[config.mk]
export PLATFORM = sky130hd
export DESIGN_NAME = header_context_prefix_table
export DESIGN_NICKNAME = d
export VERILOG_FILES = /design/src/sv/hcpt_pkg.sv /design/src/sv/header_context_prefix_table.sv
export SDC_FILE = /design/constraint.sdc
export NUM_CORES = 2
export LEC_CHECK = 0
export CORE_MARGIN = 3
export CORE_UTILIZATION = 45
export CTS_BUF_LIST = sky130_fd_sc_hd__clkbuf_16
export DETAILED_ROUTE_END_ITERATION = 12
export DONT_BUFFER_PORTS = 1
export GPL_ROUTABILITY_DRIVEN = 0
export PLACE_DENSITY = 0.62
export SKIP_CTS_REPAIR_TIMING = 1
export SYNTH_ARGS = -nofsm -noshare
export SYNTH_HDL_FRONTEND = slang
export SYNTH_SLANG_ARGS = --single-unit
[constraint.sdc]
create_clock -name clock -period 11.95 [get_ports clock]
set_clock_uncertainty 0.15 [all_clocks]
set_input_delay 0.5975 -clock clock [delete_from_list [all_inputs] [get_ports clock]]
set_output_delay 0.5975 -clock clock [all_outputs]
set_load 0.01 [all_outputs]
[src/sv/hcpt_pkg.sv]
package hcpt_pkg;

   // Table geometry
   localparam int ENTRIES_DEF = 16;
   localparam int ID_W        = 4;
   localparam int CTX_W       = 8;
   localparam int ADDR_W      = 64;
   localparam int LEN_W       = 8;
   localparam int LIFE_W      = 16;
   localparam int MIN_W       = 32;
   localparam int MODE_W      = 2;
   localparam int MAX_LEN     = 128;

   // Stream packing
   localparam int REQ_DATA_W  = 168;
   localparam int RSP_DATA_W  = 160;

   // Leading-zero count is split into 16-bit chunks
   localparam int CHUNK_W     = 16;
   localparam int CHUNKS      = MAX_LEN / CHUNK_W;
   localparam int LZ_W        = 4;

   typedef enum logic [1:0] {
      MODE_ADDR   = 2'd0,
      MODE_ID     = 2'd1,
      MODE_UPDATE = 2'd2,
      MODE_TICK   = 2'd3
   } mode_type;

   typedef enum logic [2:0] {
      ST_IDLE,
      ST_SCAN,
      ST_DRAIN,
      ST_REFRESH,
      ST_UPDATE,
      ST_FINISH
   } state_type;

   // Leading zeros of a nonzero chunk; the result for zero is not used.
   function automatic logic [LZ_W-1:0] lzc16(input logic [CHUNK_W-1:0] x);
      logic [LZ_W-1:0] n;
      n = '0;
      for (int i = 0; i < CHUNK_W; i++) begin
         if (x[i]) begin
            n = LZ_W'(CHUNK_W - 1 - i);
         end
      end
      return n;
   endfunction

endpackage

[src/sv/header_context_prefix_table.sv]
// Table of header-compression contexts, each with a 128-bit prefix (stored
// masked to its length), a prefix length, a compress flag, a remaining
// lifetime in minutes and an absolute expiry minute. The request's tuser
// selects the operation: address lookup (the matching entry with the most
// bits in common with the address wins, lowest id on a tie), id lookup, entry
// update, or minute tick. Lookups refresh the lifetime of every entry they
// touch; an expired entry loses its compress flag. One request is worked on
// at a time and req_tready is high only while the block is idle. An address
// lookup walks the table through one shared refresh and prefix-compare unit,
// one entry per cycle, then drains a two-stage compare pipeline. An id
// lookup passes a refresh state and an update an update state; a tick, an
// id lookup beyond the table and a rejected update go straight to the
// finish state. Every request produces exactly one response; the response
// sits in an output register, so the block finishes its own work while the
// response waits, and only the load of a new response waits on rsp_tready.
// On a miss (rsp_tuser low) all response data fields are zero. Reset empties
// the table and clears the minute counter; no clearing pass is needed.
module header_context_prefix_table #(
   parameter int ENTRIES = hcpt_pkg::ENTRIES_DEF
) (
   input  logic                              clock,
   input  logic                              reset,
   input  logic                              req_tvalid,
   output logic                              req_tready,
   // addr_upper[63:0], addr_lower[127:64], ctx_id[135:128],
   // new_length[143:136], new_lifetime[159:144], compress[160], zero pad
   input  logic [hcpt_pkg::REQ_DATA_W-1:0]   req_tdata,
   // mode[1:0]
   input  logic [hcpt_pkg::MODE_W-1:0]       req_tuser,
   output logic                              rsp_tvalid,
   input  logic                              rsp_tready,
   // found_id[3:0], found_compress[4], found_length[12:5],
   // found_lifetime[28:13], prefix_upper[92:29], prefix_lower[156:93], zero pad
   output logic [hcpt_pkg::RSP_DATA_W-1:0]   rsp_tdata,
   // hit[0]
   output logic [0:0]                        rsp_tuser
);

   import hcpt_pkg::*;

   localparam int IW = (ENTRIES > 1) ? $clog2(ENTRIES) : 1;
   localparam logic [IW-1:0]    LAST_IDX   = IW'(ENTRIES - 1);
   localparam logic [CTX_W-1:0] ENTRIES_ID = CTX_W'(ENTRIES);
   localparam logic [LEN_W-1:0] LEN_FULL   = LEN_W'(MAX_LEN);

   // Request fields
   mode_type             req_mode;
   logic [ADDR_W-1:0]    req_addr_upper;
   logic [ADDR_W-1:0]    req_addr_lower;
   logic [CTX_W-1:0]     req_ctx_id;
   logic [LEN_W-1:0]     req_len_bits;
   logic [LIFE_W-1:0]    req_lifetime;
   logic                 req_compress;
   logic                 req_accept;
   logic                 req_id_ok;

   assign req_mode       = mode_type'(req_tuser);
   assign req_addr_upper = req_tdata[63:0];
   assign req_addr_lower = req_tdata[127:64];
   assign req_ctx_id     = req_tdata[135:128];
   assign req_len_bits   = req_tdata[143:136];
   assign req_lifetime   = req_tdata[159:144];
   assign req_compress   = req_tdata[160];
   assign req_accept     = req_tvalid && req_tready;
   assign req_id_ok      = (req_ctx_id < ENTRIES_ID);

   // Control and held request
   state_type            state_ff, state_in;
   mode_type             mode_ff;
   logic [ADDR_W-1:0]    addr_up_ff, addr_lo_ff;
   logic [LEN_W-1:0]     plen_ff;
   logic [LIFE_W-1:0]    life_ff;
   logic                 comp_ff;
   logic                 ok_ff;
   logic [IW-1:0]        idx_ff, win_ff;
   logic [LEN_W-1:0]     best_ff;
   logic                 found_ff;
   logic [MIN_W-1:0]     minute_ff;

   // Compare pipeline stage
   logic                              s1_valid_ff;
   logic [IW-1:0]                     s1_idx_ff;
   logic [LEN_W-1:0]                  s1_len_ff;
   logic [CHUNKS-1:0]                 s1_nz_ff;
   logic [CHUNKS-1:0][LZ_W-1:0]       s1_lz_ff;

   // Response register
   logic                         rsp_valid_ff;
   logic                         rsp_hit_ff;
   logic [RSP_DATA_W-1:0]        rsp_data_ff;
   logic                         rsp_load;
   logic                         rsp_hit_in;
   logic [RSP_DATA_W-1:0]        rsp_data_in;

   // Context table
   logic [ADDR_W-1:0]    ent_up_ff   [ENTRIES];
   logic [ADDR_W-1:0]    ent_lo_ff   [ENTRIES];
   logic [LEN_W-1:0]     ent_len_ff  [ENTRIES];
   logic                 ent_comp_ff [ENTRIES];
   logic [LIFE_W-1:0]    ent_life_ff [ENTRIES];
   logic [MIN_W-1:0]     ent_exp_ff  [ENTRIES];

   // Single read port
   logic [IW-1:0]        rd_idx;
   logic [ADDR_W-1:0]    rd_up, rd_lo;
   logic [LEN_W-1:0]     rd_len;
   logic                 rd_comp;
   logic [LIFE_W-1:0]    rd_life;
   logic [MIN_W-1:0]     rd_exp;

   assign rd_idx  = (state_ff == ST_FINISH && mode_ff == MODE_ADDR) ? win_ff : idx_ff;
   assign rd_up   = ent_up_ff[rd_idx];
   assign rd_lo   = ent_lo_ff[rd_idx];
   assign rd_len  = ent_len_ff[rd_idx];
   assign rd_comp = ent_comp_ff[rd_idx];
   assign rd_life = ent_life_ff[rd_idx];
   assign rd_exp  = ent_exp_ff[rd_idx];

   // Shared lifetime refresh unit: one subtract and compare
   logic [MIN_W-1:0]     exp_left;
   logic                 expired;
   logic                 live;
   logic [LIFE_W-1:0]    rf_life;
   logic                 rf_comp;
   logic                 refresh_en;

   assign exp_left   = rd_exp - minute_ff;
   assign expired    = (minute_ff >= rd_exp);
   assign live       = (rd_life != '0) && !expired;
   assign rf_life    = live ? exp_left[LIFE_W-1:0] : '0;
   assign rf_comp    = live && rd_comp;
   assign refresh_en = (state_ff == ST_SCAN) || (state_ff == ST_REFRESH);

   // Shared prefix compare: per-chunk leading zeros of prefix ^ address
   logic [MAX_LEN-1:0]               diff;
   logic [CHUNKS-1:0]                chunk_nz;
   logic [CHUNKS-1:0][LZ_W-1:0]      chunk_lz;

   assign diff = {rd_up ^ addr_up_ff, rd_lo ^ addr_lo_ff};

   always_comb begin
      for (int c = 0; c < CHUNKS; c++) begin
         chunk_nz[c] = |diff[MAX_LEN - 1 - c * CHUNK_W -: CHUNK_W];
         chunk_lz[c] = lzc16(diff[MAX_LEN - 1 - c * CHUNK_W -: CHUNK_W]);
      end
   end

   // Second stage: combine chunks into the match length and pick the winner
   logic [LEN_W-1:0]     match_len;
   logic                 take;

   always_comb begin
      match_len = LEN_FULL;
      for (int c = CHUNKS - 1; c >= 0; c--) begin
         if (s1_nz_ff[c]) begin
            match_len = LEN_W'(c * CHUNK_W) + LEN_W'(s1_lz_ff[c]);
         end
      end
   end

   assign take = s1_valid_ff && (s1_len_ff != '0) && (s1_len_ff <= match_len)
                 && (match_len > best_ff);

   // Update path: saturate the length and build the prefix mask
   logic [LEN_W-1:0]     sat_len;
   logic [MAX_LEN-1:0]   upd_mask;
   logic                 upd_comp;
   logic [MIN_W-1:0]     upd_exp;

   assign sat_len  = (plen_ff > LEN_FULL) ? LEN_FULL : plen_ff;
   assign upd_comp = comp_ff && (life_ff != '0);
   assign upd_exp  = minute_ff + MIN_W'(life_ff);

   always_comb begin
      for (int i = 0; i < MAX_LEN; i++) begin
         upd_mask[i] = (LEN_W'(MAX_LEN - 1 - i) < sat_len);
      end
   end

   // Sequencer: next state and response formation
   always_comb begin
      state_in    = state_ff;
      rsp_load    = 1'b0;
      rsp_hit_in  = 1'b0;
      rsp_data_in = '0;
      req_tready  = (state_ff == ST_IDLE);

      case (mode_ff)
         MODE_ADDR:   rsp_hit_in = found_ff;
         MODE_ID:     rsp_hit_in = ok_ff && (rd_len != '0);
         MODE_UPDATE: rsp_hit_in = ok_ff;
         default:     rsp_hit_in = 1'b0;
      endcase
      if (rsp_hit_in) begin
         rsp_data_in = {3'b000, rd_lo, rd_up, rd_life, rd_len, rd_comp, ID_W'(rd_idx)};
      end

      case (state_ff)
         ST_IDLE: begin
            if (req_accept) begin
               case (req_mode)
                  MODE_ADDR:   state_in = ST_SCAN;
                  MODE_ID:     state_in = req_id_ok ? ST_REFRESH : ST_FINISH;
                  MODE_UPDATE: state_in = (req_id_ok && req_len_bits != '0) ?
                                          ST_UPDATE : ST_FINISH;
                  default:     state_in = ST_FINISH;
               endcase
            end
         end
         ST_SCAN: begin
            if (idx_ff == LAST_IDX) begin
               state_in = ST_DRAIN;
            end
         end
         ST_DRAIN:   state_in = ST_FINISH;
         ST_REFRESH: state_in = ST_FINISH;
         ST_UPDATE:  state_in = ST_FINISH;
         ST_FINISH: begin
            // hold until the response register is free
            if (!rsp_valid_ff || rsp_tready) begin
               rsp_load = 1'b1;
               state_in = ST_IDLE;
            end
         end
         default: state_in = ST_IDLE;
      endcase
   end

   // Control registers
   always_ff @(posedge clock) begin
      if (reset) begin
         state_ff     <= ST_IDLE;
         minute_ff    <= '0;
         s1_valid_ff  <= 1'b0;
         rsp_valid_ff <= 1'b0;
         found_ff     <= 1'b0;
      end else begin
         state_ff    <= state_in;
         s1_valid_ff <= (state_ff == ST_SCAN);
         if (req_accept && req_mode == MODE_TICK) begin
            minute_ff <= minute_ff + 1'b1;
         end
         if (req_accept) begin
            found_ff <= 1'b0;
         end else if (take) begin
            found_ff <= 1'b1;
         end
         if (rsp_load) begin
            rsp_valid_ff <= 1'b1;
         end else if (rsp_tready) begin
            rsp_valid_ff <= 1'b0;
         end
      end
   end

   // Datapath registers
   always_ff @(posedge clock) begin
      if (req_accept) begin
         mode_ff    <= req_mode;
         addr_up_ff <= req_addr_upper;
         addr_lo_ff <= req_addr_lower;
         plen_ff    <= req_len_bits;
         life_ff    <= req_lifetime;
         comp_ff    <= req_compress;
         ok_ff      <= req_id_ok && (req_mode != MODE_UPDATE || req_len_bits != '0);
         idx_ff     <= (req_mode == MODE_ADDR) ? '0 : req_ctx_id[IW-1:0];
         best_ff    <= '0;
         win_ff     <= '0;
      end else begin
         if (state_ff == ST_SCAN) begin
            idx_ff <= idx_ff + 1'b1;
         end
         if (take) begin
            best_ff <= match_len;
            win_ff  <= s1_idx_ff;
         end
      end
      s1_idx_ff <= idx_ff;
      s1_len_ff <= rd_len;
      s1_nz_ff  <= chunk_nz;
      s1_lz_ff  <= chunk_lz;
      if (rsp_load) begin
         rsp_hit_ff  <= rsp_hit_in;
         rsp_data_ff <= rsp_data_in;
      end
   end

   // Table fields that reset clears
   always_ff @(posedge clock) begin
      if (reset) begin
         for (int e = 0; e < ENTRIES; e++) begin
            ent_len_ff[e]  <= '0;
            ent_comp_ff[e] <= 1'b0;
            ent_life_ff[e] <= '0;
         end
      end else if (refresh_en) begin
         ent_life_ff[idx_ff] <= rf_life;
         ent_comp_ff[idx_ff] <= rf_comp;
      end else if (state_ff == ST_UPDATE) begin
         ent_len_ff[idx_ff]  <= sat_len;
         ent_comp_ff[idx_ff] <= upd_comp;
         ent_life_ff[idx_ff] <= life_ff;
      end
   end

   // Table fields read only after an update has written them
   always_ff @(posedge clock) begin
      if (state_ff == ST_UPDATE) begin
         ent_up_ff[idx_ff]  <= addr_up_ff & upd_mask[MAX_LEN-1:ADDR_W];
         ent_lo_ff[idx_ff]  <= addr_lo_ff & upd_mask[ADDR_W-1:0];
         ent_exp_ff[idx_ff] <= upd_exp;
      end
   end

   assign rsp_tvalid = rsp_valid_ff;
   assign rsp_tdata  = rsp_data_ff;
   assign rsp_tuser  = rsp_hit_ff;

`ifndef NO_ASSERTIONS
   // a miss carries all-zero data
   assert property (@(posedge clock) disable iff (reset)
      rsp_valid_ff && !rsp_hit_ff |-> rsp_data_ff == '0)
      else $error("miss response with nonzero data");

   // a compressible context always has lifetime left
   assert property (@(posedge clock) disable iff (reset)
      rsp_valid_ff && rsp_hit_ff && rsp_data_ff[4] |-> rsp_data_ff[28:13] != '0)
      else $error("compress flag set with zero lifetime");

   // the compare stage only carries scanned entries
   assert property (@(posedge clock) disable iff (reset)
      s1_valid_ff |-> $past(state_ff == ST_SCAN))
      else $error("compare stage loaded outside scan");

   // a tick advances the minute counter by one
   assert property (@(posedge clock) disable iff (reset)
      req_accept && req_mode == MODE_TICK |=> minute_ff == $past(minute_ff) + 1'b1)
      else $error("minute counter did not advance");

   // a hit never reports a length beyond the full prefix
   assert property (@(posedge clock) disable iff (reset)
      rsp_valid_ff && rsp_hit_ff |-> rsp_data_ff[12:5] <= LEN_FULL
                                     && rsp_data_ff[12:5] != '0)
      else $error("reported prefix length out of range");
`endif

endmodule

==> flow_metrics.py <==
metrics = {
    "run_status": {
        "status": "complete, no violations",
    },
    "worst_setup_path": {
        "crit_top_cell": "buf_4",
        "critPathCaptureType": "register",
        "worstPathRequired_ns": 12.41,
        "r2r-start": "mode_ff[1]",
        "cp_top_family": "simple AND/OR/NAND/NOR gates",
        "crit_type": "reg2reg",
        "crit_fanout": 129,
        "regToRegSetupSlack_ns": 3.65,
        "cpPeakStageDelay_ns": 0.93,
        "cp-startpoint": "mode_ff[1]",
        "arrival_ns": 8.76,
        "reg2reg_to": "ent_life_ff[10][3]",
        "critPathBufInv": 3,
        "path_cells": "nor2_4 -> buf_4 -> nand3_4 -> nand2_8 -> buf_4 -> nand3_1 -> a31o_2 -> ha_1 -> nand4_1 -> or4_1 -> a21oi_1 -> o21ai_0 -> o2111a_1 -> buf_4 -> a32oi_2 -> nor2_1",
        "cp_slowest_cell": "a32oi_2",
        "reg2regPathDepth": 16,
        "crit_path_start_kind": "register",
    },
    "cells_and_area": {
        "fillCellCount": 25992,
        "final_net_count": 10757,
        "final_cells": 14939,
        "fin_area_um2": 159000,
        "layout-drive-gt1-share_pct": 9.52,
        "syn_to_final_growth_pct": 12.1,
        "fin_util_pct": 50.8,
    },
    "placed_design": {
        "placed_cells": 14106,
        "portBuffers": 0,
        "dp_hpwl_mm": 250,
        "placed_area_um2": 145000,
        "dpl_worst_slack_ns": 3.80,
    },
    "sta": {
        "holdWs_ns": 0.0585,
        "min_period_ns": 8.30,
        "fin_setup_tns_ns": 0,
        "setup_slack_ns": 3.65,
        "worstMarginPinSlew_ns": 1.43,
        "hold_viol_final": 0,
        "max_slew_margin_pct": 3.83,
        "rsz0062_at_grt": "false",
        "max_freq_ghz": 0.120,
        "timing.final.crit_share_pct": 69.5,
        "drv_slew": 0,
        "setup_viol": 0,
    },
    "drt": {
        "wirelength_mm": 449,
        "vias": 92952,
        "wl_per_cell_um": 30.0,
        "via_per_inst": 6.22,
        "drc": 0,
        "dr.pass1.iters": 7,
        "antenna_left": 0,
        "drt-initial-drc-count": 13066,
    },
    "logic_synthesis": {
        "async_reset_ff_share_pct": 0,
        "synth.distinct_cells": 106,
        "synth_common_cells": "3278 x edfxtp_1, 2027 x nand2_1, 681 x nor2_1, 662 x nand3_1, 361 x and3_1",
        "synth_largest_area_cell": "edfxtp_1",
        "synth_edf_count": 3278,
        "yosysSeqAreaShare_pct": 71.1,
        "ys_warn_count": 0,
        "synth_area_leaders": "edfxtp_1 70%, nand2_1 5.4%, nand3_1 2.3%",
        "synthCells": 10461,
        "avgSynthCellArea_um2": 13.5,
        "ys.flop_type": "edfxtp_1",
        "yosys_register_bits": 3380,
        "syn_area_um2": 141000,
        "yosysMostFrequentCell": "edfxtp_1",
        "synth_top_area_share_pct": 69.6,
    },
    "floorplan": {
        "die_x_um": 567,
        "num_rows": 205,
        "die-area_um2": 321000,
        "fp.dieH_um": 567,
        "boundaryPins": 337,
        "start_util_pct": 45.3,
        "coreArea_um2": 312000,
    },
    "cts": {
        "clk_latency_ns": 0.98,
        "cts_made_buffers": 362,
        "cts_root_buf": "clkbuf_16",
        "clk_pin_slew_ns": 0.06,
        "htree_levels": 5,
        "cts_tree": "done",
        "clockBufferDepth": 4,
        "numClockSinks": 3380,
    },
    "hold_path": {
        "worstHoldPathType": "in2reg",
        "holdPathEnd": "ent_len_ff[14][2]",
        "min-delay-start": "reset",
        "holdPathStages": 2,
    },
    "global_route": {
        "grtUsageTotal_pct": 27.0,
        "grt_max_degree": 178,
        "grt.overflow.total": 0,
        "grt_pass1_wl_mm": 635,
        "grt_pass1_vias": 88103,
        "antenna_found_initial": 25,
    },
    "run": {
        "maxCapViolCount": 0,
    },
    "power": {
        "p_total_mw": 38.4,
        "powerDensity_nw_per_um2": 242,
        "leakage_nw": 54.5,
        "peakVddDrop_mv": 0.219,
    },
}
[how the worst max path moves through the flow]
| stage | to | slack [ns] | depth (start not counted) |
|---|---|---|---|
| after global routing | ent_life_ff[14][4] | 3.44 | 16 |
| after floorplan | ent_len_ff[15][0] | 2.54 | 6 |
| after detailed placement | ent_life_ff[14][4] | 3.80 | 16 |
| after CTS | ent_life_ff[14][4] | 3.75 | 16 |
| final | ent_life_ff[10][3] | 3.65 | 16 |
| after global placement | ent_life_ff[2][4] | 3.89 | 16 |
[cell type report]
class                   count  area (um^2)  share of cell area [%]
flip-flops and latches   3380       100000                    63.4
multi-input cells        6268        37300                    23.5
clock buffers             368         9210                    5.81
well taps                4140         5180                    3.27
repair buffers            395         3740                    2.36
clock inverters           283         2230                    1.41
inverters                  90          345                   0.218
diodes                     15         37.5                  0.0237
[cells in the final DEF (no fill, tap or decap), types with 26 or more instances in the layout]
cell type,count
a211oi_1,256
a21boi_0,29
a21o_1,47
a21oi_1,240
a311o_1,32
a311oi_1,316
a31o_2,49
a31oi_1,65
and2_1,38
and3_1,351
buf_12,27
buf_4,202
bufinv_16,29
clkbuf_16,368
clkinv_1,88
clkinv_2,63
dfxtp_1,102
dlygate4sd3_1,165
edfxtp_1,3278
ha_1,84
inv_1,152
mux2_2,27
mux2i_1,146
mux4_2,107
nand2_1,2026
nand2b_1,73
nand3_1,661
nand4_1,37
nor2_1,668
nor2b_1,91
nor3_1,45
nor4_1,27
o211ai_1,26
o21a_1,39
o21ai_0,165
o31ai_1,41
or3_1,36
xnor2_1,83
xor2_1,116
[kinds of logic (layout without fill, tap and decap cells)]
| group | count (synthesis) | in the layout | share of synthesized area [%] |
|---|---|---|---|
| xor gates and xnor gates | 200 | 200 | 1.24 |
| DFF | 3380 | 3380 | 71.1 |
| muxes | 280 | 280 | 2.95 |
| AOI/OAI and AO/OA | 1536 | 1536 | 8.10 |
| other | 1 | 18 | 0.00265 |
| buffers and inverters | 815 | 1136 | 2.78 |
| adders and majority gates | 86 | 86 | 0.772 |
| and+or+nand+nor | 4163 | 4163 | 13.1 |
[power breakdown]
part           leakage [nW]  switching, mW  internal, mW
clock                  5.87           4.68          6.22
combinational          17.0           9.59          3.68
sequential             31.7          0.316          13.9
total                  54.5           14.6          23.8
[flip-flops by register name, summed over array words and instances (netlist names), 3 cells and up]
name / cells
rsp_tdata: 157
life_ff: 16
s1_lz_ff: 32
s1_nz_ff: 8
plen_ff: 8
minute_ff: 32
best_ff: 8
state_ff: 3
ent_len_ff: 128
ent_comp_ff: 16
addr_lo_ff: 64
s1_idx_ff: 4
ent_exp_ff: 512
win_ff: 4
addr_up_ff: 64
ent_up_ff: 1024
ent_life_ff: 256
idx_ff: 4
s1_len_ff: 8
ent_lo_ff: 1024
[routing by layer]
metal | vias up | part of all wire [%] | GRT usage, %
li1 | 39360 | - | -
met1 | 46989 | 38 | 36.1
met2 | 5570 | 46 | 42.6
met3 | 1021 | 10 | 4.66
met4 | 12 | 5.8 | 14.0
met5 | - | 0.017 | 0
Power figures use the tool's default switching activity.
